**src/hdl/text_console_writer_top_assert.svh**
```systemverilog
// Assertion macros for the text console writer.
// Each check is sampled on the rising edge of clk and is ignored while arst_n is low.
`ifndef TEXT_CONSOLE_WRITER_TOP_ASSERT_SVH
`define TEXT_CONSOLE_WRITER_TOP_ASSERT_SVH

`ifndef NO_ASSERTIONS
`define TCW_ASSERT(name, prop) \
	name: assert property (@(posedge clk) disable iff (!arst_n) prop) \
		else $error("text console writer: check failed");
`define TCW_ASSERT_NEXT(name, trig, cons) \
	name: assert property (@(posedge clk) disable iff (!arst_n) (trig) |=> (cons)) \
		else $error("text console writer: check failed one cycle later");
`else
`define TCW_ASSERT(name, prop)
`define TCW_ASSERT_NEXT(name, trig, cons)
`endif

`endif

```
**src/hdl/tcw_pkg.sv**
```systemverilog
`default_nettype none

package tcw_pkg;

	localparam int ROWS       = 25;
	localparam int COLUMNS    = 80;
	localparam int TAB_WIDTH  = 4;
	localparam int CELL_COUNT = ROWS * COLUMNS;

	localparam int ROW_W  = 5;
	localparam int COL_W  = 7;
	localparam int SUM_W  = COL_W + 1;
	localparam int ADDR_W = 11;
	localparam int CHAR_W = 8;
	localparam int CELL_W = 16;

	localparam logic [CHAR_W-1:0] CH_BACKSPACE = 8'h08;
	localparam logic [CHAR_W-1:0] CH_TAB       = 8'h09;
	localparam logic [CHAR_W-1:0] CH_NEWLINE   = 8'h0A;
	localparam logic [CHAR_W-1:0] CH_HOME      = 8'h9C;

	localparam logic [CELL_W-1:0] BLANK_CELL = 16'h0F20;

	typedef enum logic [2:0] {
		ST_CLEAR,
		ST_IDLE,
		ST_COPY,
		ST_BLANK,
		ST_FINISH
	} state_t;

	typedef struct packed {
		logic item_go;
		logic cnt_clr;
		logic cnt_inc;
		logic copy_step;
		logic blank_step;
		logic out_load;
	} ctl_cmd_t;

	typedef struct packed {
		logic scroll_req;
		logic cnt_copy_end;
		logic cnt_last;
	} dp_status_t;

	function automatic logic [ADDR_W-1:0] cell_index(input logic [ROW_W-1:0] row,
		input logic [COL_W-1:0] col);
		logic [ADDR_W-1:0] base;
		base = ADDR_W'(ADDR_W'(row) * ADDR_W'(COLUMNS));
		return ADDR_W'(base + ADDR_W'(col));
	endfunction

endpackage

`default_nettype wire

```
**src/hdl/tcw_ctrl.sv**
```systemverilog
`default_nettype none

module tcw_ctrl (
	input  logic                  clk,
	input  logic                  arst_n,
	input  logic                  in_valid,
	output logic                  in_ready,
	output logic                  out_valid,
	input  logic                  out_ready,
	output tcw_pkg::ctl_cmd_t     cmd,
	input  tcw_pkg::dp_status_t   status
);

	tcw_pkg::state_t state_q;
	tcw_pkg::state_t state_d;
	logic            out_valid_q;

	always_ff @(posedge clk or negedge arst_n) begin
		if (!arst_n) begin
			state_q     <= tcw_pkg::ST_CLEAR;
			out_valid_q <= 1'b0;
		end else begin
			state_q <= state_d;
			if (cmd.out_load) begin
				out_valid_q <= 1'b1;
			end else if (out_ready) begin
				out_valid_q <= 1'b0;
			end
		end
	end

	always_comb begin
		state_d = state_q;
		cmd     = '0;
		case (state_q)
			tcw_pkg::ST_CLEAR: begin
				cmd.blank_step = 1'b1;
				if (status.cnt_last) begin
					cmd.cnt_clr = 1'b1;
					state_d     = tcw_pkg::ST_IDLE;
				end else begin
					cmd.cnt_inc = 1'b1;
				end
			end
			tcw_pkg::ST_IDLE: begin
				if (in_valid) begin
					cmd.item_go = 1'b1;
					cmd.cnt_clr = 1'b1;
					state_d     = status.scroll_req ? tcw_pkg::ST_COPY : tcw_pkg::ST_FINISH;
				end
			end
			tcw_pkg::ST_COPY: begin
				cmd.copy_step = 1'b1;
				if (status.cnt_copy_end) begin
					state_d = tcw_pkg::ST_BLANK;
				end else begin
					cmd.cnt_inc = 1'b1;
				end
			end
			tcw_pkg::ST_BLANK: begin
				cmd.blank_step = 1'b1;
				if (status.cnt_last) begin
					cmd.cnt_clr = 1'b1;
					state_d     = tcw_pkg::ST_FINISH;
				end else begin
					cmd.cnt_inc = 1'b1;
				end
			end
			tcw_pkg::ST_FINISH: begin
				if (!out_valid_q || out_ready) begin
					cmd.out_load = 1'b1;
					state_d      = tcw_pkg::ST_IDLE;
				end
			end
			default: begin
				state_d = tcw_pkg::ST_CLEAR;
			end
		endcase
	end

	assign in_ready  = (state_q == tcw_pkg::ST_IDLE);
	assign out_valid = out_valid_q;

endmodule

`default_nettype wire

```
**config.mk**
```make
export PLATFORM = sky130hd
export DESIGN_NAME = tcw_ctrl
export DESIGN_NICKNAME = d
export VERILOG_FILES = /design/src/hdl/text_console_writer_top_assert.svh /design/src/hdl/tcw_pkg.sv /design/src/hdl/tcw_ctrl.sv
export SDC_FILE = /design/constraint.sdc
export NUM_CORES = 1
export LEC_CHECK = 0
export BUFFER_PORTS_ARGS = -buffer_cell sky130_fd_sc_hd__buf_4
export CAP_MARGIN = 20
export CORE_AREA = 2 2 39 41
export CTS_BUF_LIST = sky130_fd_sc_hd__clkbuf_8 sky130_fd_sc_hd__clkbuf_16
export CTS_CLUSTER_DIAMETER = 80
export DETAILED_ROUTE_END_ITERATION = 8
export DIE_AREA = 0 0 41 43
export HOLD_SLACK_MARGIN = 0.03
export PLACE_DENSITY = 0.58
export SYNTH_ARGS = -nofsm -noshare
export SYNTH_HDL_FRONTEND = slang
export SYNTH_SLANG_ARGS = --single-unit
```
**constraint.sdc**
```tcl
create_clock -name clk -period 1.45 [get_ports clk]
set_input_delay 0.0725 -clock clk [delete_from_list [all_inputs] [get_ports clk]]
set_output_delay 0.0725 -clock clk [all_outputs]
set_load 0.02 [all_outputs]
```
* After elaboration in Yosys (flattened, before gate mapping)
Cells that the tools add are included.
Widths: inputs -> output; s select.
** Storage, ports and cells
- Bits of input ports :: 7
- Output and inout port bits :: 8
- Word-level logic and storage cells :: 37
- Register bits :: 4
** Operators by class
- Equality and inequality tests :: 9
- Mux-type cells :: 20
- Reduce and logical (&&, ||, !) cells :: 6
** Operator list (number)
- $mux 3 :: 6
- $pmux 3 s5 :: 1
- $mux 1 :: 10
- $ne 2x2->1 const B :: 5
- $eq 3x2->1 const B :: 2
- $reduce_and 5->1 :: 1
- $pmux 1 s2 :: 2
- $eq 3x1->1 const B :: 1
- $eq 3x3->1 const B :: 1
- $logic_not 3->1 :: 1
- $mux 2 :: 1
- $reduce_bool 2->1 :: 1
- $reduce_or 2->1 :: 1
- $logic_not 1->1 :: 1
- $logic_or 1x1->1 :: 1

* Longest topological paths before layout
- Depth after elaboration :: 5
- Mapped depth :: 4
- Depth with buffers taken out :: 3

* Worst setup path before layout
No wires, ideal clock.
- Path type :: reg-to-output
- Start point :: register state_q[1]
- End point :: output cmd[3] in the netlist's numbering
- Data required time :: 1378 ps
- Setup slack :: 210 ps
- Cell stages (with the launch flop) :: 4
- Path buffers :: 1
- Arrival :: 1168 ps
- Cell sequence :: dfrtp_1 > buf_6 > a211o_1 > a21oi_1
** RTL lines
- start: declaration :: line tcw_ctrl.sv:14 : tcw_pkg::state_t state_q;
- start signal: assignment :: line tcw_ctrl.sv:20 : state_q <= tcw_pkg::ST_CLEAR;
- start signal: assignment :: line tcw_ctrl.sv:23 : state_q <= state_d;
- end: declaration :: line tcw_ctrl.sv:10 : output tcw_pkg::ctl_cmd_t cmd,

==> impl_results.md <==
* Vert. Die Dim at between 40 and 50 um
* Drt first pass iters at 4
* Clk root buf: clkbuf_8
* Critical path required time at 1380 ps
* Post-route minimum period at between 1000 and 1500 ps
* Final setup fails at 0
* Clk sinks at 4
* Mean post-synth cell area at 9.72 sq um
* CP Cell Sequence: or3b_1 -> nor2_1 -> buf_4
* Clock transition at path regs at 30 ps
* Worst path slowest cell: dfrtp_2
* Final hold viol count at 0
* Reg-to-Reg Start: state_q[0]
* Complex-gate fraction of the synthesized area at 18.2%
* Htree depth at 1
* CP Buf/Inv Count at 1
* EDFF count, synth at 0
* Setup slack after layout at between 50 and 60 ps
* Routed vias at around 380
* Gr ovfl total at 0
* Main flop type after synthesis: dfrtp_1
* Critical path arrival at 1320 ps
* Post-synth design cell area at ~380 sq um
* Worst setup path endpoint: cmd[0]
* Largest cells by area after synthesis: dfrtp_1 26%, buf_6 8.9%, nor4bb_4 6.6%, a21oi_1 4.0%, a2111oi_2 4.0%
* Post-synthesis mux area share at under 10%
* Asr flop ratio synth at 100%
* R2R Setup Slk at approximately 150 ps
* Ports at 15
* Initial antenna violation count at 0
* Total CTS buffers at 3
* Max rail drop VDD at just over 0.7 mV
* Fmax at ~0.72 GHz
* CP Depth at 3
* Hold Worst Slack at approximately 160 ps
* Avg Vias per Cell at roughly 4.7
* Synth Area in XOR/XNOR at under 10%
* Vias in the first global route at around 340
* Pwr/cell area at around 2300 nW/um^2
* Leading area contributor after synthesis: dfrtp_1
* Routed Antenna Nets at 0
* Synth-to-layout area growth at 59.7%
* Layout cells sized above 1 at a little under three fifths
* Syn_nets at 46
* CTS Buffer Depth at 2
* Port Buffers at 14
* Delay-heaviest family, CP: simple AND/OR/NAND/NOR gates
* Drt total wl at ~960 um
* Die area at between 1500 and 2000 sq um
* Setup TNS at 0 ps
* Count of warnings emitted by yosys at 0
* Pin count of the biggest net entering global routing at 14
* WL per Instance at 11.8 um
* TritonCTS clock tree: built
* DRC at 0
* Max-cap violation count at 0
* # rows at 14
* Count of cell types in the netlist at 26
* Pre-CTS setup slack at approximately 150 ps
* Seq cells post-synth at 4
* RR Endpoint: state_q[0]
* DP Wirelength at roughly 660 um
* Adder-Cell Fraction of Synth Area at 0%
* Leakage at around 0.00029 uW
* Drt initial violations at 12
* Worst-path maximum fanout at 8
* GRT Total Usage at between 10% and 20%
* Sequential fraction of the synthesis area at between 20% and 30%
* CP startpoint kind: register
* Crit end category: primary output
* Post-synth top cells: 4 x dfrtp_1, 4 x nor2_1, 3 x a21oi_1, 3 x buf_6
* Final Util at 43.8%
* Slew @ Worst Pin at roughly 270 ps
* Die X at about 41 um
* Reg2Reg Depth at 4
* Final RePlAce weighted congestion at between 0.7 and 0.8
* Antenna Cells at 0
* First-pass GRT wire length at around 1400 um
* Initial Utilization at between 20% and 30%
* Post-synth top area share at 26.4%
* Status: completed
* Syn Inst Count at 39
* Tcrit/Tclk final at 96.2%
* CP Launch Point: state_q[0]
* Worst skew pair latency at 220 ps
* Simple-gate share of the synthesized area at around 40%
* Number of nets in the layout at 74
* Pins Over Slew Limit at 0
* Critical path start-end classification: reg2out
* Slew headroom at 81.7%
* Core area at between 1000 and 1500 sq um
* Largest family of logic cells by synthesized area: simple AND/OR/NAND/NOR gates
* Setup Skew at roughly 3 ps
* Total power at approximately 1400 uW
* Worst hold path type: in2reg
* Largest stage delay, worst path at approximately 440 ps
-- worst register-to-register path, cell delays in order (launching register included) --
cell and delay (ps):
dfrtp_2 440, buf_4 150, or3_1 360, a21oi_1 170, a2111oi_2 60
-- how the worst min path moves through the flow --
stage / start / end / cells after the start
3_3_place_gp: arst_n / out_valid / 1
5_1_grt: status[2] / state_q[1] / 3
4_1_cts: status[2] / state_q[1] / 3
6_report: status[2] / state_q[1] / 3
3_5_place_dp: arst_n / out_valid / 1
2_1_floorplan: arst_n / out_valid / 0
-- cell usage in the layout, fill, tap and decap left out, types with 2 or more instances in the layout --
cell      instances
clkbuf_8          3
nor2_1            4
a21oi_1           3
buf_4            24
nand2_1           2
nor2b_1           2
dfrtp_2           3
nor3b_1           2
-- kinds of logic (layout without fill, tap and decap cells) --
| kind of cell | count (synthesis) | after routing |
|---|---|---|
| compound gates | 9 | 9 |
| buf+inv | 4 | 30 |
| flops | 4 | 4 |
| mux | 1 | 1 |
| simple gates | 20 | 20 |
| xor+xnor | 1 | 1 |
-- routing by layer --
metal / global-route usage, % / vias up / part of all wire [%]
li1: - / 193 / -
met1: 15.0 / 172 / 43
met2: 17.2 / 10 / 49
met3: 4.71 / 3 / 5.7
met4: 8.00 / 0 / 2.3
met5: 0 / - / 0
-- state kept, by name, summed over array words and instances, names as in the netlist --
| signal | count |
|---|---|
| state_q | 3 |
| out_valid | 1 |
-- through the flow --
step | instances | cell area, sq um
final | 81 | 606
after global routing | 81 | 606
after CTS | 74 | 556
after detailed placement | 70 | 500
after global placement | 70 | 500
after floorplan | 39 | 379
-- cell type report --
type / instances / area [sq um]
repair buffers: 26 / 195
fillers: 141 / 778
well taps: 16 / 20.0
flip-flops and latches: 4 / 104
clock buffers: 3 / 41.3
inverters: 1 / 3.75
multi-input cells: 31 / 241
-- timing repair --
| action | 4_1_cts | 5_1_grt |
|---|---|---|
| endpoints found under the hold margin | 4 | 0 |
| hold buffers | 1 | 0 |
| pin swaps | 0 | 0 |
| resized for setup | 3 | 0 |
| buffers inserted | 0 | 7 |
| endpoints found under the setup margin | 4 | 4 |
| cloned | 0 | 0 |
-- where the power goes --
part | total, uW | switching [uW] | leakage (uW) | internal [uW]
clock | 240 | 62.4 | 0.0000216 | 177
sequential | 238 | 72.4 | 0.0000475 | 166
combinational | 906 | 425 | 0.000219 | 482
total | 1380 | 559 | 0.000288 | 825
Power figures use the tool's default switching activity.
